## src/rtl/integer_to_radix_ascii_top_assert.svh

```systemverilog
// assertion macros for the radix ascii converter
// relies on i_clk and i_rst_n in the module that uses them
`ifndef INTEGER_TO_RADIX_ASCII_TOP_ASSERT_SVH
`define INTEGER_TO_RADIX_ASCII_TOP_ASSERT_SVH
`ifndef SYNTHESIS
`define I2RA_ASSERT(label, prop) \
    label: assert property (@(posedge i_clk) disable iff (!i_rst_n) prop) \
        else $error("i2ra assertion failed");
`define I2RA_ASSERT_NEXT(label, cond, conseq) \
    label: assert property (@(posedge i_clk) disable iff (!i_rst_n) (cond) |=> (conseq)) \
        else $error("i2ra assertion failed");
`else
`define I2RA_ASSERT(label, prop)
`define I2RA_ASSERT_NEXT(label, cond, conseq)
`endif
`endif

```

## src/rtl/i2ra_pkg.sv

```systemverilog
// shared types, constants and helper functions of the radix ascii converter
// no dependencies
package i2ra_pkg;

    localparam logic [5:0] RADIX_MIN   = 6'd2;
    localparam logic [5:0] RADIX_MAX   = 6'd36;
    localparam logic [5:0] RADIX_RESET = 6'd10;
    localparam logic [6:0] MINUS_CODE  = 7'd45;
    localparam int         DIV_BITS    = 8;

    typedef enum logic [2:0] {
        S_IDLE,
        S_DIV,
        S_SIGN,
        S_READ,
        S_EMIT
    } t_back_state;

    // digit value 0..35 to '0'-'9', 'a'-'z'
    function automatic logic [6:0] digit_code(input logic [5:0] d);
        logic [6:0] c;
        if (d < 6'd10) begin
            c = {1'b0, d} + 7'd48;
        end else begin
            c = {1'b0, d} + 7'd87;
        end
        return c;
    endfunction

    // eight restoring division steps on a remainder below the radix
    // returns {quotient bits, new remainder}
    function automatic logic [13:0] div_step8(input logic [5:0] rem,
                                              input logic [7:0] bits,
                                              input logic [5:0] rad);
        logic [5:0] r;
        logic [6:0] t;
        logic [7:0] q;
        r = rem;
        q = '0;
        for (int i = DIV_BITS - 1; i >= 0; i--) begin
            t = {r, bits[i]};
            if (t >= {1'b0, rad}) begin
                q[i] = 1'b1;
                r    = 6'(t - {1'b0, rad});
            end else begin
                r    = t[5:0];
            end
        end
        return {q, r};
    endfunction

endpackage

```

## src/rtl/i2ra_front.sv

```systemverilog
// front end: takes numbers, splits sign and magnitude, holds them in a 2-entry queue
// depends on i2ra_pkg
module i2ra_front
    import i2ra_pkg::*;
#(
    parameter int VALUE_WIDTH = 32
) (
    input  logic                   i_clk,
    input  logic                   i_rst_n,
    input  logic                   i_valid,
    output logic                   o_ready,
    input  logic [VALUE_WIDTH-1:0] i_number,
    output logic                   o_qvalid,
    input  logic                   i_qpop,
    output logic                   o_qneg,
    output logic [VALUE_WIDTH-1:0] o_qmag
);

    logic                   r_neg [2];
    logic [VALUE_WIDTH-1:0] r_mag [2];
    logic                   r_wr_ptr, r_rd_ptr;
    logic [1:0]             r_count;
    logic                   push, pop;
    logic                   num_neg;
    logic [VALUE_WIDTH-1:0] num_mag;

    assign num_neg = i_number[VALUE_WIDTH-1];
    // the most negative value wraps to its exact unsigned magnitude
    assign num_mag = num_neg ? (~i_number + VALUE_WIDTH'(1)) : i_number;

    assign o_ready  = (r_count != 2'd2);
    assign push     = i_valid && o_ready;
    assign o_qvalid = (r_count != 2'd0);
    assign pop      = i_qpop && o_qvalid;
    assign o_qneg   = r_neg[r_rd_ptr];
    assign o_qmag   = r_mag[r_rd_ptr];

    always_ff @(posedge i_clk) begin
        if (!i_rst_n) begin
            r_wr_ptr <= 1'b0;
            r_rd_ptr <= 1'b0;
            r_count  <= 2'd0;
        end else begin
            if (push) begin
                r_wr_ptr <= ~r_wr_ptr;
            end
            if (pop) begin
                r_rd_ptr <= ~r_rd_ptr;
            end
            case ({push, pop})
                2'b10:   r_count <= r_count + 2'd1;
                2'b01:   r_count <= r_count - 2'd1;
                default: r_count <= r_count;
            endcase
        end
    end

    always_ff @(posedge i_clk) begin
        if (push) begin
            r_neg[r_wr_ptr] <= num_neg;
            r_mag[r_wr_ptr] <= num_mag;
        end
    end

endmodule

```

## src/rtl/i2ra_back.sv

```systemverilog
// back end: iterative divide by the radix, digit stack, character output register
// depends on i2ra_pkg and integer_to_radix_ascii_top_assert.svh
`include "integer_to_radix_ascii_top_assert.svh"
module i2ra_back
    import i2ra_pkg::*;
#(
    parameter int VALUE_WIDTH = 32
) (
    input  logic                   i_clk,
    input  logic                   i_rst_n,
    input  logic [5:0]             i_radix,
    input  logic                   i_qvalid,
    output logic                   o_qpop,
    input  logic                   i_qneg,
    input  logic [VALUE_WIDTH-1:0] i_qmag,
    output logic                   o_valid,
    input  logic                   i_ready,
    output logic [6:0]             o_char,
    output logic                   o_last
);

    localparam int DW  = ((VALUE_WIDTH + DIV_BITS - 1) / DIV_BITS) * DIV_BITS;
    localparam int NCH = DW / DIV_BITS;
    localparam int CW  = (NCH > 1) ? $clog2(NCH) : 1;
    localparam int AW  = $clog2(VALUE_WIDTH);
    localparam int NW  = $clog2(VALUE_WIDTH + 1);

    t_back_state r_state, n_state;

    logic            r_neg;
    logic [DW-1:0]   r_dvd;
    logic [DW-1:0]   r_quo;
    logic [5:0]      r_rem;
    logic [CW-1:0]   r_chunk;
    logic [NW-1:0]   r_ndig;
    logic [AW-1:0]   r_idx;
    logic [5:0]      r_rd_data;
    logic [5:0]      r_stack [VALUE_WIDTH];
    logic            r_ovalid;
    logic [6:0]      r_ochar;
    logic            r_olast;

    logic [13:0]     step;
    logic [DW-1:0]   n_quo;
    logic            chunk_last;
    logic            div_done;
    logic            out_free;
    logic            out_load;
    logic [6:0]      out_char;
    logic            out_last;
    logic            start;
    logic            digit_wr;

    assign step       = div_step8(r_rem, r_dvd[DW-1 -: DIV_BITS], i_radix);
    assign n_quo      = DW'({r_quo, step[13:6]});
    assign chunk_last = (r_chunk == CW'(NCH - 1));
    // stop once the quotient is zero; the count guard keeps the stack in range
    assign div_done   = chunk_last &&
                        ((n_quo == '0) || (r_ndig == NW'(VALUE_WIDTH - 1)));
    assign out_free   = !r_ovalid || i_ready;

    // next state
    always_comb begin
        n_state = r_state;
        unique case (r_state)
            S_IDLE: begin
                if (i_qvalid) n_state = S_DIV;
            end
            S_DIV: begin
                if (div_done) n_state = r_neg ? S_SIGN : S_READ;
            end
            S_SIGN: begin
                if (out_free) n_state = S_READ;
            end
            S_READ: begin
                n_state = S_EMIT;
            end
            S_EMIT: begin
                if (out_free) n_state = (r_idx == '0) ? S_IDLE : S_READ;
            end
            default: n_state = S_IDLE;
        endcase
    end

    // outputs of the sequencer
    always_comb begin
        start    = 1'b0;
        digit_wr = 1'b0;
        out_load = 1'b0;
        out_char = MINUS_CODE;
        out_last = 1'b0;
        unique case (r_state)
            S_IDLE: begin
                start = i_qvalid;
            end
            S_DIV: begin
                digit_wr = chunk_last;
            end
            S_SIGN: begin
                out_load = out_free;
            end
            S_READ: begin
                out_load = 1'b0;
            end
            S_EMIT: begin
                out_load = out_free;
                out_char = digit_code(r_rd_data);
                out_last = (r_idx == '0);
            end
            default: begin
                out_load = 1'b0;
            end
        endcase
    end

    assign o_qpop = start;

    always_ff @(posedge i_clk) begin
        if (!i_rst_n) begin
            r_state  <= S_IDLE;
            r_ovalid <= 1'b0;
        end else begin
            r_state <= n_state;
            if (out_load) begin
                r_ovalid <= 1'b1;
            end else if (i_ready) begin
                r_ovalid <= 1'b0;
            end
        end
    end

    always_ff @(posedge i_clk) begin
        if (out_load) begin
            r_ochar <= out_char;
            r_olast <= out_last;
        end
        if (start) begin
            r_neg   <= i_qneg;
            r_dvd   <= DW'(i_qmag);
            r_quo   <= '0;
            r_rem   <= '0;
            r_chunk <= '0;
            r_ndig  <= '0;
        end else if (r_state == S_DIV) begin
            if (chunk_last) begin
                r_ndig  <= r_ndig + NW'(1);
                r_idx   <= r_ndig[AW-1:0];
                r_dvd   <= n_quo;
                r_quo   <= '0;
                r_rem   <= '0;
                r_chunk <= '0;
            end else begin
                r_dvd   <= r_dvd << DIV_BITS;
                r_quo   <= n_quo;
                r_rem   <= step[5:0];
                r_chunk <= r_chunk + CW'(1);
            end
        end else if (r_state == S_EMIT && out_free && r_idx != '0) begin
            r_idx <= r_idx - AW'(1);
        end
    end

    // digit stack, least significant digit at the bottom
    always_ff @(posedge i_clk) begin
        if (digit_wr) begin
            r_stack[r_ndig[AW-1:0]] <= step[5:0];
        end
        r_rd_data <= r_stack[r_idx];
    end

    assign o_valid = r_ovalid;
    assign o_char  = r_ochar;
    assign o_last  = r_olast;

    `I2RA_ASSERT(a_rem_below_radix, (r_state == S_DIV) |-> (r_rem < i_radix))
    `I2RA_ASSERT(a_count_in_range, (r_state != S_IDLE) |-> (r_ndig <= NW'(VALUE_WIDTH)))
    `I2RA_ASSERT(a_emit_index_valid, (r_state == S_EMIT) |-> (NW'(r_idx) < r_ndig))
    `I2RA_ASSERT_NEXT(a_last_char_ends, (r_state == S_EMIT) && out_free && (r_idx == '0), (r_state == S_IDLE) && r_ovalid && r_olast)

endmodule

```

## src/rtl/integer_to_radix_ascii_top.sv

```systemverilog
// each number waits in the queue, then the 8-bit-per-cycle divider forms its digits one by one
// and pushes them onto the digit stack; a minus sign goes out first if needed, then the
// characters are read from the stack and emitted, most significant digit first; the queue
// holds two numbers, and the next starts only after the last character is loaded
// reset: synchronous active low, clears the queue and sequencer, radix returns to 10
// depends on i2ra_pkg, i2ra_front and i2ra_back
module integer_to_radix_ascii_top
    import i2ra_pkg::*;
#(
    parameter int VALUE_WIDTH = 32
) (
    input  logic                                   i_clk,
    input  logic                                   i_rst_n,
    input  logic                                   i_cfg_valid,
    output logic                                   o_cfg_ready,
    input  logic [5:0]                             i_cfg_data,      // radix
    input  logic                                   i_s_axis_tvalid,
    output logic                                   o_s_axis_tready,
    input  logic [((VALUE_WIDTH + 7) / 8) * 8-1:0] i_s_axis_tdata,  // number
    output logic                                   o_m_axis_tvalid,
    input  logic                                   i_m_axis_tready,
    output logic [7:0]                             o_m_axis_tdata,  // character, pad
    output logic                                   o_m_axis_tlast
);

    logic [5:0]             r_radix;
    logic [5:0]             n_radix;
    logic                   q_valid, q_pop, q_neg;
    logic [VALUE_WIDTH-1:0] q_mag;
    logic [6:0]             out_char;

    assign o_cfg_ready = 1'b1;

    // out of range writes saturate to the nearest legal base
    always_comb begin
        if (i_cfg_data < RADIX_MIN) begin
            n_radix = RADIX_MIN;
        end else if (i_cfg_data > RADIX_MAX) begin
            n_radix = RADIX_MAX;
        end else begin
            n_radix = i_cfg_data;
        end
    end

    always_ff @(posedge i_clk) begin
        if (!i_rst_n) begin
            r_radix <= RADIX_RESET;
        end else if (i_cfg_valid) begin
            r_radix <= n_radix;
        end
    end

    i2ra_front #(
        .VALUE_WIDTH (VALUE_WIDTH)
    ) u_front (
        .i_clk    (i_clk),
        .i_rst_n  (i_rst_n),
        .i_valid  (i_s_axis_tvalid),
        .o_ready  (o_s_axis_tready),
        .i_number (i_s_axis_tdata[VALUE_WIDTH-1:0]),
        .o_qvalid (q_valid),
        .i_qpop   (q_pop),
        .o_qneg   (q_neg),
        .o_qmag   (q_mag)
    );

    i2ra_back #(
        .VALUE_WIDTH (VALUE_WIDTH)
    ) u_back (
        .i_clk    (i_clk),
        .i_rst_n  (i_rst_n),
        .i_radix  (r_radix),
        .i_qvalid (q_valid),
        .o_qpop   (q_pop),
        .i_qneg   (q_neg),
        .i_qmag   (q_mag),
        .o_valid  (o_m_axis_tvalid),
        .i_ready  (i_m_axis_tready),
        .o_char   (out_char),
        .o_last   (o_m_axis_tlast)
    );

    assign o_m_axis_tdata = {1'b0, out_char};

endmodule
```

## config.mk

```make
export PLATFORM = sky130hd
export DESIGN_NAME = integer_to_radix_ascii_top
export DESIGN_NICKNAME = d
export VERILOG_FILES = /design/src/rtl/i2ra_pkg.sv /design/src/rtl/i2ra_front.sv /design/src/rtl/i2ra_back.sv /design/src/rtl/integer_to_radix_ascii_top.sv
export VERILOG_INCLUDE_DIRS = /design/src /design/src/rtl
export SDC_FILE = /design/constraint.sdc
export NUM_CORES = 1
export LEC_CHECK = 0
export ABC_CLOCK_PERIOD_IN_PS = 44300
export BUFFER_PORTS_ARGS = -buffer_cell sky130_fd_sc_hd__buf_2
export CAP_MARGIN = 20
export CORE_ASPECT_RATIO = 0.7
export CORE_MARGIN = 8
export CORE_UTILIZATION = 24
export DETAILED_ROUTE_END_ITERATION = 8
export GPL_TIMING_DRIVEN = 1
export PLACE_DENSITY = 0.47
export SLEW_MARGIN = 40
export SYNTH_ARGS = -nofsm -noshare
export SYNTH_HDL_FRONTEND = slang
export SYNTH_SLANG_ARGS = --single-unit
```

## constraint.sdc

```tcl
create_clock -name i_clk -period 44.3 [get_ports i_clk]
set_clock_uncertainty 0.2 [all_clocks]
set_input_delay 8.86 -clock i_clk [delete_from_list [all_inputs] [get_ports i_clk]]
set_output_delay 8.86 -clock i_clk [all_outputs]
set_load 0.05 [all_outputs]
```

Yosys cells after proc, flatten, opt, wreduce, memory -nomap -nowiden. Memory sizes are Yosys's and may differ from the RTL's. A register that Yosys moved wholly into a read port is not among the register bits. Index checks and enable logic that the tools add are counted.

ROM bits: 0. Latch bits: 0. Logic and storage cells: 131. RAM bits: 258. Memories: 3. Input port bits: 43. Bits in registers: 97.

Reductions and logical operators: 21. Shifts and indexed selects: 0. Muxes and demuxes: 48. Divide/modulo/power cells: 0. Multiply operators: 0. $lt $le $gt $ge: 11. $add $sub $neg: 16. Bitwise logic cells: 4. Equality and inequality tests: 14.

Memory list: u_back.r_stack (depth 32, width 6, rd ports 1, clocked after Yosys merged registers in 1, wr ports 1, line i2ra_back.sv:38) `logic [5:0] r_stack [VALUE_WIDTH];`; u_front.r_mag (depth 2, width 32, rd ports 1, clocked after Yosys merged registers in 1, wr ports 1, line i2ra_front.sv:20) `logic [VALUE_WIDTH-1:0] r_mag [2];`; u_front.r_neg (depth 2, width 1, rd ports 1, clocked after Yosys merged registers in 1, wr ports 1, line i2ra_front.sv:19) `logic r_neg [2];`.

Operators with widths (number): 2-to-1 mux 32 bit (4); 2-to-1 mux 6 bit (11); greater-or-equal comparator 7 x 6 -> 1 bit (8); subtractor 6 bit (8); adder 32 x 1 -> 32 bit (second input constant) (1); logical NOT 32 bit (1); inverter 32 bit (1); 2-to-1 mux 24 bit (1); 2-to-1 mux 1 bit (20); 2-to-1 mux 5 bit (3); case mux 3 bit (5 select lines) (1); 2-to-1 mux 3 bit (4); inequality test 2 x 1 -> 1 bit (second input constant) (5); nonzero test 2 bit (5); adder 6 x 6 -> 7 bit (second input constant) (1); adder 6 x 7 -> 7 bit (second input constant) (1); 2-to-1 mux 7 bit (1); adder 6 x 1 -> 6 bit (second input constant) (1); equality test 3 x 2 -> 1 bit (second input constant) (2); equality test 6 x 5 -> 1 bit (second input constant) (1); > comparator 6 bit (second input constant) (1); less-than comparator 6 x 2 -> 1 bit (second input constant) (1); less-than comparator 6 x 4 -> 1 bit (second input constant) (1); logical AND 1 bit (5); other kinds (20) (26).

Depth between registers and ports, before layout. Gate-level depths: netlist of the first run.

Depth in word-level cells: 21. Depth in mapped cells: 80. Mapped depth without buffers: 75.

Cells and area by module. From an unflattened synthesis of the first run, not the netlist that was laid out.

Cell total of the unflattened synthesis: 1332. Area total of the unflattened synthesis: 17936.0 um^2.

Modules (own cells, without submodules): i2ra_back (area each 14360.0 um^2, instances 1, cells an instance 1075); i2ra_front (area each 3286.9 um^2, instances 1, cells an instance 223); integer_to_radix_ascii_top (area each 289.0 um^2, instances 1, cells an instance 34).

Worst setup path after synthesis of the first run. Ideal clock, no wire load.

Kind: register to register. From: register r_radix[1]. To: memory u_back.r_stack[0][0], data pin. Stages on the path, launching flop included: 77. Library setup time: 0.392 ns. Slack: 27.086 ns. Required time: 43.708 ns. Arrival: 16.622 ns. Path buffers: 6. Cells stage by stage: dfxtp_1 -> inv_1 -> ha_1 -> nor2_1 -> a21boi_0 -> o21ai_2 -> mux2_2 -> ha_1 -> clkbuf_1 -> a21oi_1 -> o21ai_0 -> a41oi_1 -> o211a_1 -> clkbuf_1 -> o21ai_0 -> ha_1 -> clkbuf_1 -> a21oi_1 -> [41 not listed] -> nand2b_1 -> a21o_1 -> a21o_1 -> a211o_1 -> a21oi_1 -> mux2i_1 -> mux2_2 -> inv_1 -> ha_1 -> nor2b_1 -> o21ai_0 -> nand2b_1 -> a21o_1 -> a21o_1 -> nand2_1 -> o211ai_2 -> a211oi_4 -> mux2i_1.

Cells in the longest elaborated chain, start to end: 16. Elaborated cells between the ends (all ways): 23.

Ends and longest elaborated chain: start, declared (line integer_to_radix_ascii_top.sv:26) `logic [5:0] r_radix;`; start signal, assigned (line integer_to_radix_ascii_top.sv:49) `r_radix <= n_radix;`; subtractor 6 bit / greater-or-equal comparator 7 x 6 -> 1 bit (equally long branches) (line i2ra_pkg.sv:44, i2ra_pkg.sv:42); 2-to-1 mux 6 bit (line i2ra_pkg.sv:42) `if (t >= {1'b0, rad}) begin`; subtractor 6 bit / greater-or-equal comparator 7 x 6 -> 1 bit (equally long branches) (line i2ra_pkg.sv:44, i2ra_pkg.sv:42); 2-to-1 mux 6 bit (line i2ra_pkg.sv:42); subtractor 6 bit / greater-or-equal comparator 7 x 6 -> 1 bit (equally long branches) (line i2ra_pkg.sv:44, i2ra_pkg.sv:42); 2-to-1 mux 6 bit (line i2ra_pkg.sv:42); subtractor 6 bit / greater-or-equal comparator 7 x 6 -> 1 bit (equally long branches) (line i2ra_pkg.sv:44, i2ra_pkg.sv:42); 2-to-1 mux 6 bit (line i2ra_pkg.sv:42); subtractor 6 bit / greater-or-equal comparator 7 x 6 -> 1 bit (equally long branches) (line i2ra_pkg.sv:44, i2ra_pkg.sv:42); 2-to-1 mux 6 bit (line i2ra_pkg.sv:42); greater-or-equal comparator 7 x 6 -> 1 bit / subtractor 6 bit (equally long branches) (line i2ra_pkg.sv:42, i2ra_pkg.sv:44); 2-to-1 mux 6 bit (line i2ra_pkg.sv:42); subtractor 6 bit / greater-or-equal comparator 7 x 6 -> 1 bit (equally long branches) (line i2ra_pkg.sv:44, i2ra_pkg.sv:42); 2-to-1 mux 6 bit (line i2ra_pkg.sv:42); greater-or-equal comparator 7 x 6 -> 1 bit (*) (line i2ra_pkg.sv:42); 2-to-1 mux 6 bit (*) (line i2ra_pkg.sv:42); via u_back.step[0] (line i2ra_back.sv:43) `logic [13:0] step;`; end, declared (line i2ra_back.sv:38).

Mark *: on every way through the listed nets, which the timed path passes. The rest lies on a longest branch.

Final worst setup path of the first run.
From: register r_radix[1]. To: register u_back.r_rem[3].

Cells in the longest elaborated chain, start to end: 17. Elaborated cells between the ends (all ways): 25.

Ends and longest elaborated chain: subtractor 6 bit / greater-or-equal comparator 7 x 6 -> 1 bit (equally long branches) (line i2ra_pkg.sv:44, i2ra_pkg.sv:42); 2-to-1 mux 6 bit (line i2ra_pkg.sv:42); subtractor 6 bit / greater-or-equal comparator 7 x 6 -> 1 bit (equally long branches) (line i2ra_pkg.sv:44, i2ra_pkg.sv:42); 2-to-1 mux 6 bit (line i2ra_pkg.sv:42); subtractor 6 bit / greater-or-equal comparator 7 x 6 -> 1 bit (equally long branches) (line i2ra_pkg.sv:44, i2ra_pkg.sv:42); 2-to-1 mux 6 bit (line i2ra_pkg.sv:42); subtractor 6 bit / greater-or-equal comparator 7 x 6 -> 1 bit (equally long branches) (line i2ra_pkg.sv:44, i2ra_pkg.sv:42); 2-to-1 mux 6 bit (line i2ra_pkg.sv:42); [2 not listed]; greater-or-equal comparator 7 x 6 -> 1 bit / subtractor 6 bit (equally long branches) (line i2ra_pkg.sv:42, i2ra_pkg.sv:44); 2-to-1 mux 6 bit (line i2ra_pkg.sv:42); subtractor 6 bit / greater-or-equal comparator 7 x 6 -> 1 bit (equally long branches) (line i2ra_pkg.sv:44, i2ra_pkg.sv:42); 2-to-1 mux 6 bit (line i2ra_pkg.sv:42); subtractor 6 bit / greater-or-equal comparator 7 x 6 -> 1 bit (equally long branches) (line i2ra_pkg.sv:44, i2ra_pkg.sv:42); 2-to-1 mux 6 bit (*) (line i2ra_pkg.sv:42); via u_back.step[3] (line i2ra_back.sv:43); 2-to-1 mux 6 bit (*) (line i2ra_back.sv:145) `if (chunk_last) begin`; end signal, assigned (line i2ra_back.sv:155) `r_rem <= step[5:0];`; end, declared (line i2ra_back.sv:33) `logic [5:0] r_rem;`.

Marks and branches as above. A chain may end at the register's enable or synchronous reset.

==> impl_table.tex, run 1 <==
\begin{tabular}{lr}
\hline
Metric & Value \\
\hline
\multicolumn{2}{l}{\textbf{Detailed routing}} \\
\quad Post-DRT Antenna Nets & 0 \\
\quad Initial drt markers & 787 \\
\quad Routed vias & 11,200 \\
\quad Vias per Instance & 4.71 \\
\quad Post-detailed-route DRC marker count & 0 \\
\quad Router iterations before antenna repair & 5 \\
\quad Per-cell routed wire length & 19.4 um \\
\quad Routed wire length & 46,100 um \\
\multicolumn{2}{l}{\textbf{CTS}} \\
\quad Max Root-Sink Buffers & 3 \\
\quad Clock latency on the worst-skew pair & 560 ps \\
\quad Setup repair bufs after CTS & 0 \\
\quad Clock tree from TritonCTS & done \\
\quad Hold buffer count at CTS & 0 \\
\quad Clock transition at the registers of the reported paths & 70 ps \\
\quad Gates resized, CTS repair & 0 \\
\quad Number of levels in the clock H-tree & 2 \\
\quad Master cell of the clock root buffer & clkbuf\_16 \\
\quad CTS Buf Count & 37 \\
\quad Number of sinks driven by the clock tree & 363 \\
\multicolumn{2}{l}{\textbf{Timing}} \\
\quad RSZ-0062 raised after global routing & false \\
\quad Worst slew margin & 0.461 \\
\quad Measured slew at the worst slew-check pin & 809 ps \\
\quad Minimum setup slack in the final design & 24,570 ps \\
\quad Final hold violation count & 0 \\
\quad Achievable frequency & 50.7 MHz \\
\quad Final Slew Violations & 0 \\
\quad Minimum period implied by the final worst setup slack & 19,730 ps \\
\quad Final critical-path share of the clock period & 0.445 \\
\quad Final-layout setup total negative slack & 0 ps \\
\quad Final setup violation count & 0 \\
\multicolumn{2}{l}{\textbf{Yosys}} \\
\quad Portion of synthesized cell area occupied by the leading cell type & 0.513 \\
\quad Most used DFF post-synth & edfxtp\_1 \\
\quad Yosys warns & 0 \\
\quad Sequential element share of the synthesized area & 0.579 \\
\quad Avg Inst Size Synth & 13.5 um\^{}2 \\
\quad Number of unique standard cell types used by synthesis & 66 \\
\quad Mapped Area & 17,800 um\^{}2 \\
\quad Area leader, netlist & edfxtp\_1 \\
\quad Instance count of the mapped netlist & 1,323 \\
\quad Synth async-reset ratio & 0 \\
\quad Net count of the mapped netlist & 1,434 \\
\quad Post-synth EDFFs & 304 \\
\quad Main area contributors after synthesis & edfxtp\_1 (51\%), mux4\_2 (7.6\%), dfxtp\_1 (6.6\%) \\
\quad Number of synthesized register bits & 363 \\
\multicolumn{2}{l}{\textbf{Critical path}} \\
\quad Worst path most repeated cell & o21ai\_0 \\
\quad Critical R2R Capture & u\_back.r\_rem[3] \\
\quad Capturing element type of the critical path & register \\
\quad Startpoint of the lowest-slack register-to-register path & r\_radix[1] \\
\quad Slowest cell on the critical path & dfxtp\_1 \\
\quad Worst EP required & 44,560 ps \\
\quad Critical path data arrival time & 19,980 ps \\
\quad Worst Setup Start Kind & register \\
\quad Delay contributed by the slowest stage of the critical path & 750 ps \\
\quad Number of cell instances on the worst register-to-register path & 73 \\
\quad Kind of critical path & reg -> reg \\
\quad Critical path peak fanout & 33 \\
\quad Reg2reg setup slack & 24,570 ps \\
\multicolumn{2}{l}{\textbf{Global route}} \\
\quad Total grt overflow & 0 \\
\quad Number of global-route vias before repair & 10,900 \\
\quad Number of antenna violations at the first check in global routing & 3 \\
\quad Largest net degree at the start of global routing & 59 \\
\quad Wire length of the first global-routing pass & 69,300 um \\
\quad Overall fraction of global-route tracks in use & 0.107 \\
\multicolumn{2}{l}{\textbf{Place}} \\
\quad Port buffer count & 52 \\
\quad Post-placement cell count & 2,309 \\
\quad DP Worst Slack & 24,600 ps \\
\quad Routability Congestion & 0.818 \\
\quad Detailed placement HPWL & 32,200 um \\
\multicolumn{2}{l}{\textbf{Layout}} \\
\quad Total number of nets in the final design & 1,482 \\
\quad Count of inserted antenna diode cells & 0 \\
\quad Number of filler cells placed in the layout & 7,475 \\
\quad Proportion of layout cells with a drive suffix above 1 & 0.171 \\
\quad Signed area change from the synthesized netlist to the final layout & 14.9\% \\
\quad Multi-input gate area in the final layout & 7090 um\^{}2 \\
\quad Commonest cells after routing, fill and taps aside & edfxtp\_1 (304), nor2\_1 (84), a21oi\_1 (62), mux4\_2 (60) \\
\quad Share of the core filled with cells & 0.279 \\
\quad Sequential cell area & 10,300 um\^{}2 \\
\quad Non-filler cells in the finished layout & 2,377 \\
\quad Most common cell after layout, fill and taps aside & edfxtp\_1 \\
\multicolumn{2}{l}{\textbf{Floorplan}} \\
\quad IO Count & 55 \\
\quad Area inside the core boundary & 73,400 um\^{}2 \\
\quad Total number of placement rows & 83 \\
\quad DIE AREA & 83,300 um\^{}2 \\
\quad Starting Density & 0.243 \\
\quad Chip Height & 244 um \\
\quad Horiz. Die Dim & 342 um \\
\multicolumn{2}{l}{\textbf{Min path}} \\
\quad Worst min-delay path endpoint & u\_back.r\_chunk[1] \\
\quad Worst hold stages & 2 \\
\quad Hold Startpoint & u\_back.r\_chunk[1] \\
\quad Classification of the worst-slack hold path & reg -> reg \\
\multicolumn{2}{l}{\textbf{Flow run}} \\
\quad Number of violations of the max-capacitance limit & 0 \\
\multicolumn{2}{l}{\textbf{Run status}} \\
\quad Run status & finished, final reports clean \\
\hline
\end{tabular}
==> cells in the mapped netlist (all sizes together), types with 6 or more instances <==
master,instances
nor2b,46
dfxtp,59
a21oi,62
o22ai,8
a22o,24
nand3,11
nor2,88
nand2,59
a21boi,8
nor4,12
xor2,12
clkbuf,44
edfxtp,304
mux4,60
inv,52
xnor2,52
or4,6
o31ai,9
ha,60
nand2b,17
a211oi,33
nor3,14
buf,17
or3,10
mux2,28
o211ai,11
fa,8
a21o,13
and2,9
nand3b,6
o21a,10
or2,7
mux2i,51
o21ai,51
==> stage by stage <==
step	area (um^2)	hold WS (ps)
5_1_grt	20500	345
3_5_place_dp	19200	296
2_1_floorplan	17800	240
4_1_cts	20500	309
6_report	20500	306
3_3_place_gp	19200	250
==> worst max-delay path: cells and delay by family, from the launching register on <==
kind	cells	cell delay, ps
compound gates	37	10360
fa+ha+maj	8	2230
buf+inv	7	1150
flops	1	750
mux	8	3120
simple gates	13	1750
==> per-layer routing <==
| metal | vias up | routed length, um | track usage |
|---|---|---|---|
| li1 | 5188 | - | - |
| met1 | 5624 | 24900 | 0.173 |
| met2 | 323 | 17500 | 0.139 |
| met3 | 61 | 2980 | 0.0255 |
| met4 | 2 | 679 | 0.0208 |
| met5 | - | 13 | 0 |
==> how the worst max path moves through the flow <==
stage                from                    to  slack [ps]
3_5_place_dp   r_radix[1]       u_back.r_rem[4]       24600
5_1_grt        r_radix[1]       u_back.r_rem[4]       22760
4_1_cts        r_radix[1]       u_back.r_rem[4]       24540
3_3_place_gp   r_radix[1]       u_back.r_rem[3]       25240
2_1_floorplan  r_radix[1]  u_back.r_stack[0][0]       27090
6_report       r_radix[1]       u_back.r_rem[3]       24570
==> sequential cells by signal (all words and copies together) (netlist names), 6 cells and up, named ones only <==
| register | count |
|---|---|
| u_back.r_stack | 192 |
| u_front.r_mag | 64 |
| u_back.r_dvd | 32 |
| u_back.r_quo | 24 |
| u_back.o_char | 7 |
| r_radix | 6 |
| u_back.r_ndig | 6 |
| u_back.r_rd_data | 6 |
| u_back.r_rem | 6 |
==> cells by family after synthesis <==
| family | after synthesis | share of synthesized area |
|---|---|---|
| adder cells (fa/ha/maj) | 68 | 0.0512 |
| buffers and inverters | 113 | 0.0247 |
| other | 2 | 0.000422 |
| flip-flops | 363 | 0.579 |
| AND/OR/NAND/NOR | 308 | 0.0886 |
| XOR/XNOR | 64 | 0.0315 |
| multiplexers | 139 | 0.122 |
| AO/OA/AOI/OAI | 266 | 0.102 |
==> layout make-up <==
| cell class | count | area share |
|---|---|---|
| Sequential cell | 363 | 0.504 |
| Multi-Input combinational cell | 847 | 0.347 |
| Tap cell | 977 | 0.0597 |
| Clock buffer | 46 | 0.0495 |
| Timing Repair Buffer | 70 | 0.0207 |
| Clock inverter | 22 | 0.0102 |
| Inverter | 52 | 0.00954 |
Power of run 1 is not shown: default switching activity piles up to over one toggle a cycle in this logic, so the estimate is an artifact.
==> run 2: changes to the inputs <==
- ABC_AREA: default -> 1
- ABC_CLOCK_PERIOD_IN_PS: 44300 -> 18300
- clock period: 44.3 -> 18.3 ns (I/O delays scaled with it)
==> impl_table.tex, run 2 <==
\begin{tabular}{lr}
\hline
Metric & Value \\
\hline
\multicolumn{2}{l}{\textbf{Detailed routing}} \\
\quad Vias per Instance & 4.63 (was 4.71) \\
\quad Post-DRT Antenna Nets & 0 (unchanged) \\
\quad Sum of routed wire segments on met1 & 25,800 um (was 24,900 um) \\
\quad Post-detailed-route DRC marker count & 0 (unchanged) \\
\quad Amount of wire on met2 after detailed routing & 19,900 um (was 17,500 um) \\
\quad Initial drt markers & 1,103 (was 787) \\
\quad Amount of wire on met3 after detailed routing & 2770 um (was 2980 um) \\
\quad Router iterations before antenna repair & 5 (unchanged) \\
\quad Per-cell routed wire length & 17.9 um (was 19.4 um) \\
\quad Routed wire length & 49,400 um (was 46,100 um) \\
\quad Routed vias & 12,800 (was 11,200) \\
\quad Highest Signal Layer & met5 (unchanged) \\
\multicolumn{2}{l}{\textbf{CTS}} \\
\quad Number of sinks driven by the clock tree & 363 (unchanged) \\
\quad CTS Buf Count & 40 (was 37) \\
\quad Clock transition at the registers of the reported paths & 60 ps (was 70 ps) \\
\quad Gates resized, CTS repair & 0 (unchanged) \\
\quad Hold buffer count at CTS & 0 (unchanged) \\
\quad Number of levels in the clock H-tree & 2 (unchanged) \\
\quad Master cell of the clock root buffer & clkbuf\_16 (unchanged) \\
\quad Max Root-Sink Buffers & 3 (unchanged) \\
\quad Clock tree from TritonCTS & done (unchanged) \\
\quad Clock latency on the worst-skew pair & 560 ps (about the same) \\
\quad Setup repair bufs after CTS & 0 (unchanged) \\
\multicolumn{2}{l}{\textbf{Yosys}} \\
\quad Net count of the mapped netlist & 1,821 (was 1,434) \\
\quad Synth async-reset ratio & 0 (unchanged) \\
\quad Portion of synthesized cell area occupied by the leading cell type & 0.515 (was 0.513) \\
\quad Yosys warns & 0 (unchanged) \\
\quad Most repeated cell in the gate-level netlist after synthesis & edfxtp\_1 (unchanged) \\
\quad Instance count of the mapped netlist & 1,710 (was 1,323) \\
\quad Number of unique standard cell types used by synthesis & 59 (was 66) \\
\quad Most used DFF post-synth & edfxtp\_1 (unchanged) \\
\quad Proportion of synthesized area in mux cells & 0.0136 (was 0.122) \\
\quad Post-synthesis adder-cell area fraction & 0.0514 (was 0.0512) \\
\quad Synth Area in Compound Gates & 0.133 (was 0.102) \\
\quad Simple logic cell fraction of the synthesized area & 0.139 (was 0.0886) \\
\quad Main area contributors after synthesis & edfxtp\_1 (52\%), dfxtp\_1 (6.7\%), nand2\_1 (5.1\%) (was edfxtp\_1 (51\%), mux4\_2 (7.6\%), dfxtp\_1 (6.6\%)) \\
\quad Area leader, netlist & edfxtp\_1 (unchanged) \\
\quad Area share of xor/xnor cells in the synthesized design & 0.0292 (was 0.0315) \\
\quad Sequential element share of the synthesized area & 0.582 (was 0.579) \\
\quad Avg Inst Size Synth & 10.4 um\^{}2 (was 13.5 um\^{}2) \\
\quad Number of synthesized register bits & 363 (unchanged) \\
\quad Main combinational cell family by area after synthesis & simple AND/OR/NAND/NOR gates (was multiplexers) \\
\quad Mapped Area & 17,700 um\^{}2 (was 17,800 um\^{}2) \\
\quad Top cells by count, synth & edfxtp\_1 (304), nand2\_1 (242), nor2\_1 (204), o21ai\_0 (181), inv\_1 (152) (was edfxtp\_1 (304), nor2\_1 (88), a21oi\_1 (62), ha\_1 (60), mux4\_2 (60)) \\
\quad Post-synth EDFFs & 304 (unchanged) \\
\multicolumn{2}{l}{\textbf{Timing}} \\
\quad Achievable frequency & 63.5 MHz (was 50.7 MHz) \\
\quad Measured slew at the worst slew-check pin & 781 ps (was 809 ps) \\
\quad Final setup violation count & 0 (unchanged) \\
\quad RSZ-0062 raised after global routing & false (unchanged) \\
\quad Final Slew Violations & 0 (unchanged) \\
\quad Minimum period implied by the final worst setup slack & 15,760 ps (was 19,730 ps) \\
\quad Final-layout setup total negative slack & 0 ps (unchanged) \\
\quad Final critical-path share of the clock period & 0.861 (was 0.445) \\
\quad Worst slew margin & 0.477 (was 0.461) \\
\quad Final hold violation count & 0 (unchanged) \\
\quad Post-route worst hold slack & 257 ps (was 306 ps) \\
\multicolumn{2}{l}{\textbf{Critical path}} \\
\quad Critical path peak fanout & 17 (was 33) \\
\quad Capturing element type of the critical path & register (unchanged) \\
\quad Worst path most repeated cell & nand2\_1 (was o21ai\_0) \\
\quad Cell family contributing the most delay on the critical path & compound AO/OA/AOI/OAI gates (unchanged) \\
\quad Slowest cell on the critical path & dfxtp\_2 (was dfxtp\_1) \\
\quad Critical path data arrival time & 16,060 ps (was 19,980 ps) \\
\quad Delay contributed by the slowest stage of the critical path & 600 ps (was 750 ps) \\
\quad Buffers \& Inverters on Critical Path & 13 (was 7) \\
\quad Worst Setup Start Kind & register (unchanged) \\
\quad Worst EP required & 18,610 ps (was 44,560 ps) \\
\quad Kind of critical path & reg -> reg (unchanged) \\
\multicolumn{2}{l}{\textbf{Global route}} \\
\quad Number of antenna violations at the first check in global routing & 2 (was 3) \\
\quad Largest net degree at the start of global routing & 59 (unchanged) \\
\quad Number of global-route vias before repair & 12,300 (was 10,900) \\
\quad Wire length of the first global-routing pass & 75,600 um (was 69,300 um) \\
\quad Total grt overflow & 0 (unchanged) \\
\quad Overall fraction of global-route tracks in use & 0.115 (was 0.107) \\
\multicolumn{2}{l}{\textbf{Floorplan}} \\
\quad IO Count & 55 (unchanged) \\
\quad Starting Density & 0.242 (was 0.243) \\
\quad Horiz. Die Dim & 341 um (was 342 um) \\
\quad DIE AREA & 82,900 um\^{}2 (was 83,300 um\^{}2) \\
\quad Chip Height & 243 um (was 244 um) \\
\quad Area inside the core boundary & 73,200 um\^{}2 (was 73,400 um\^{}2) \\
\quad Total number of placement rows & 83 (unchanged) \\
\multicolumn{2}{l}{\textbf{Layout}} \\
\quad Signed area change from the synthesized netlist to the final layout & 15.9\% (was 14.9\%) \\
\quad Flip-flop count of the largest register, all copies and words added & 192 (unchanged) \\
\quad Most common cell after layout, fill and taps aside & edfxtp\_1 (unchanged) \\
\quad Commonest cells after routing, fill and taps aside & edfxtp\_1 (304), nand2\_1 (240), nor2\_1 (202), o21ai\_0 (181), inv\_1 (150) (was edfxtp\_1 (304), nor2\_1 (84), a21oi\_1 (62), mux4\_2 (60)) \\
\quad Total number of nets in the final design & 1,867 (was 1,482) \\
\quad Proportion of layout cells with a drive suffix above 1 & 0.110 (was 0.171) \\
\quad Non-filler cells in the finished layout & 2,765 (was 2,377) \\
\multicolumn{2}{l}{\textbf{Place}} \\
\quad Routability Congestion & 0.833 (was 0.818) \\
\quad Post-placement cell count & 2,690 (was 2,309) \\
\quad Detailed placement HPWL & 34,200 um (was 32,200 um) \\
\quad Port buffer count & 52 (unchanged) \\
\multicolumn{2}{l}{\textbf{Min path}} \\
\quad Classification of the worst-slack hold path & reg -> reg (unchanged) \\
\multicolumn{2}{l}{\textbf{Run status}} \\
\quad Run status & finished, final reports clean (unchanged) \\
\multicolumn{2}{l}{\textbf{Flow run}} \\
\quad Number of violations of the max-capacitance limit & 0 (unchanged) \\
\hline
\end{tabular}
## run 2: cell types whose count changed after synthesis, moves of 33 or more
cell / before / now
nand3_1: 11 / 54
o22ai_1: 8 / 41
mux4_2: 60 / 0
nand2_1: 59 / 242
nor2b_1: 46 / 0
nor2_1: 88 / 204
inv_1: 52 / 152
o21ai_0: 50 / 181
## run 2: worst reg2reg max path, delay by kind of cell (launching register included)
family                     cells  cell delay (ps)
AOI/OAI and AO/OA             30             6270
DFF                            1              600
adders and majority gates      8             2710
and+or+nand+nor               31             3700
buffers and inverters         13             2250
## run 2: metal layers
| metal | GRT usage | vias to the layer above |
|---|---|---|
| met5 | 0 | - |
| met4 | 0.0313 | 4 |
| met3 | 0.0189 | 71 |
| met2 | 0.160 | 322 |
| met1 | 0.180 | 6243 |
| li1 | - | 6152 |
## run 2: area by class of cell
type	count	area, um^2
timing repair buffer	76	549
inverter	160	603
sequential	363	10300
antenna	1	2.50
fill	7613	52700
multi-input combinational	1115	6570
tap	977	1220
clock buffer	56	1090
clock inverter	17	181
## run 2: metrics by stage
stage	setup WS (ps)	instance area, um^2	utilization
detailed placement	2410	19200	0.263
global placement	2740	19000	0.260
finish	2540	20500	0.281
global route	994	20500	0.280
floorplan	4730	17700	-
CTS	2320	20500	0.280
## run 2: final timing paths
path | endpoint | startpoint | slack (ps) | depth (start not counted)
worst max-delay path | u_back.r_rem[5] | r_radix[1] | 2540 | 82
worst min-delay path | u_back.r_ndig[5] | u_back.r_ndig[5] | 260 | 1
worst max register to register | u_back.r_rem[5] | r_radix[1] | 2540 | 82
worst min register to register | u_back.r_ndig[5] | u_back.r_ndig[5] | 260 | 1
## run 2: cells by family after synthesis
kind of cell / count (synthesis)
adder cells (fa/ha/maj): 68
AO/OA/AOI/OAI: 392
XOR/XNOR: 59
flip-flops: 363
multiplexers: 24
AND/OR/NAND/NOR: 570
buffers and inverters: 232
other: 2
Power of run 2 is left out for the same reason.
==> run 3: changes to the inputs <==
- REMOVE_ABC_BUFFERS: default -> 1
==> impl_table.tex, run 3 (same netlist as run 2, synthesis figures left out) <==
\begin{tabular}{lr}
\hline
Metric & Value \\
\hline
\multicolumn{2}{l}{\textbf{Run status}} \\
\quad Run status & finished, final reports clean (unchanged) \\
\multicolumn{2}{l}{\textbf{CTS}} \\
\quad Number of levels in the clock H-tree & 2 (unchanged) \\
\quad Clock tree from TritonCTS & done (unchanged) \\
\quad Hold buffer count at CTS & 0 (unchanged) \\
\quad Number of sinks driven by the clock tree & 363 (unchanged) \\
\quad Clock transition at the registers of the reported paths & 60 ps (about the same) \\
\quad Gates resized, CTS repair & 0 (unchanged) \\
\quad Setup repair bufs after CTS & 0 (unchanged) \\
\quad CTS Buf Count & 40 (unchanged) \\
\quad Max Root-Sink Buffers & 3 (unchanged) \\
\quad Clock latency on the worst-skew pair & 570 ps (was 560 ps) \\
\quad Master cell of the clock root buffer & clkbuf\_16 (unchanged) \\
\multicolumn{2}{l}{\textbf{Min path}} \\
\quad Classification of the worst-slack hold path & reg -> reg (unchanged) \\
\multicolumn{2}{l}{\textbf{Detailed routing}} \\
\quad Per-cell routed wire length & 17.7 um (was 17.9 um) \\
\quad Post-DRT Antenna Nets & 0 (unchanged) \\
\quad Router iterations before antenna repair & 5 (unchanged) \\
\quad Initial drt markers & 1,023 (was 1,103) \\
\quad Routed wire length & 48,900 um (was 49,400 um) \\
\quad Routed vias & 12,800 (about the same) \\
\quad Vias per Instance & 4.64 (was 4.63) \\
\quad Post-detailed-route DRC marker count & 0 (unchanged) \\
\multicolumn{2}{l}{\textbf{Layout}} \\
\quad Signed area change from the synthesized netlist to the final layout & 16.0\% (was 15.9\%) \\
\quad Most common cell after layout, fill and taps aside & edfxtp\_1 (unchanged) \\
\quad Flip-flop count of the largest register, all copies and words added & 192 (unchanged) \\
\quad Share of the core filled with cells & 0.281 (about the same) \\
\quad Non-filler cells in the finished layout & 2,765 (unchanged) \\
\quad Area of all placed cells without fillers & 20,500 um\^{}2 (about the same) \\
\quad Commonest cells after routing, fill and taps aside & edfxtp\_1 (304), nand2\_1 (240), nor2\_1 (199), o21ai\_0 (181), inv\_1 (149) (was edfxtp\_1 (304), nand2\_1 (240), nor2\_1 (202), o21ai\_0 (181), inv\_1 (150)) \\
\quad Proportion of layout cells with a drive suffix above 1 & 0.110 (about the same) \\
\quad Total number of nets in the final design & 1,865 (was 1,867) \\
\multicolumn{2}{l}{\textbf{Critical path}} \\
\quad Critical path data arrival time & 16,160 ps (was 16,060 ps) \\
\quad Worst EP required & 18,490 ps (was 18,610 ps) \\
\quad Capturing element type of the critical path & register (unchanged) \\
\quad Critical path peak fanout & 15 (was 17) \\
\quad Cell family contributing the most delay on the critical path & compound AO/OA/AOI/OAI gates (unchanged) \\
\quad Buffers \& Inverters on Critical Path & 13 (unchanged) \\
\quad Slowest cell on the critical path & dfxtp\_1 (was dfxtp\_2) \\
\quad Worst path most repeated cell & a21oi\_1 (was nand2\_1) \\
\quad Delay contributed by the slowest stage of the critical path & 830 ps (was 600 ps) \\
\quad Worst Setup Start Kind & register (unchanged) \\
\quad Kind of critical path & reg -> reg (unchanged) \\
\multicolumn{2}{l}{\textbf{Floorplan}} \\
\quad DIE AREA & 82,900 um\^{}2 (unchanged) \\
\quad Horiz. Die Dim & 341 um (unchanged) \\
\quad Total number of placement rows & 83 (unchanged) \\
\quad Chip Height & 243 um (unchanged) \\
\quad Starting Density & 0.242 (unchanged) \\
\quad Area inside the core boundary & 73,200 um\^{}2 (unchanged) \\
\quad IO Count & 55 (unchanged) \\
\multicolumn{2}{l}{\textbf{Timing}} \\
\quad Final hold violation count & 0 (unchanged) \\
\quad Achievable frequency & 62.6 MHz (was 63.5 MHz) \\
\quad Final critical-path share of the clock period & 0.873 (was 0.861) \\
\quad Minimum period implied by the final worst setup slack & 15,970 ps (was 15,760 ps) \\
\quad RSZ-0062 raised after global routing & false (unchanged) \\
\quad Final setup violation count & 0 (unchanged) \\
\quad Worst slew margin & 0.421 (was 0.477) \\
\quad Final-layout setup total negative slack & 0 ps (unchanged) \\
\quad Measured slew at the worst slew-check pin & 861 ps (was 781 ps) \\
\quad Final Slew Violations & 0 (unchanged) \\
\multicolumn{2}{l}{\textbf{Global route}} \\
\quad Number of global-route vias before repair & 12,100 (was 12,300) \\
\quad Wire length of the first global-routing pass & 73,800 um (was 75,600 um) \\
\quad Largest net degree at the start of global routing & 58 (was 59) \\
\quad Number of antenna violations at the first check in global routing & 12 (was 2) \\
\quad Total grt overflow & 0 (unchanged) \\
\quad Overall fraction of global-route tracks in use & 0.113 (was 0.115) \\
\multicolumn{2}{l}{\textbf{Flow run}} \\
\quad Number of violations of the max-capacitance limit & 0 (unchanged) \\
\multicolumn{2}{l}{\textbf{Place}} \\
\quad Post-placement cell count & 2,688 (was 2,690) \\
\quad Post-placement cell area & 19,200 um\^{}2 (about the same) \\
\quad Port buffer count & 52 (unchanged) \\
\quad Routability Congestion & 0.853 (was 0.833) \\
\quad Detailed placement HPWL & 34,000 um (was 34,200 um) \\
\hline
\end{tabular}
run 3: changes by cell type in the layout (fill, tap and decap cells not counted), sizes merged:
cell	change
bufinv	-1
clkbuf	-1
buf	-2
inv	+2
clkinvlp	+1
diode	+2
clkinv	-1
run 3: area by class of cell:
type / count / area (um^2)
clock buffers: 55 / 1110
diodes: 3 / 7.51
well taps: 977 / 1220
clock inverters: 18 / 170
flip-flops and latches: 363 / 10300
multi-input cells: 1115 / 6580
inverters: 160 / 603
fillers: 7650 / 52700
repair buffers: 74 / 538
run 3: per-stage QoR:
step / hold WS [ps] / setup slack [ps]
3_5_place_dp: 259 / 2260
6_report: 263 / 2330
2_1_floorplan: 228 / 4780
4_1_cts: 270 / 2190
3_3_place_gp: 240 / 2640
5_1_grt: 301 / 569
run 3: path summary, 6_finish.rpt:
check / start / to / slack, ps / cells past startpoint
setup / recovery: r_radix[1] / u_back.r_stack[14][3] / 2330 / 80
hold / removal: u_back.r_ndig[5] / u_back.r_ndig[5] / 260 / 1
setup reg to reg: r_radix[1] / u_back.r_stack[14][3] / 2330 / 80
hold reg to reg: u_back.r_ndig[5] / u_back.r_ndig[5] / 260 / 1
run 3: routing by layer:
layer	routed length, um	part of all wire	vias to the layer above	GRT usage
li1	-	-	6142	-
met1	25300	0.52	6246	0.175
met2	19100	0.39	356	0.152
met3	3560	0.073	67	0.0307
met4	809	0.017	18	0.0285
met5	120	0.0025	-	0
Power of run 3 is left out for the same reason.
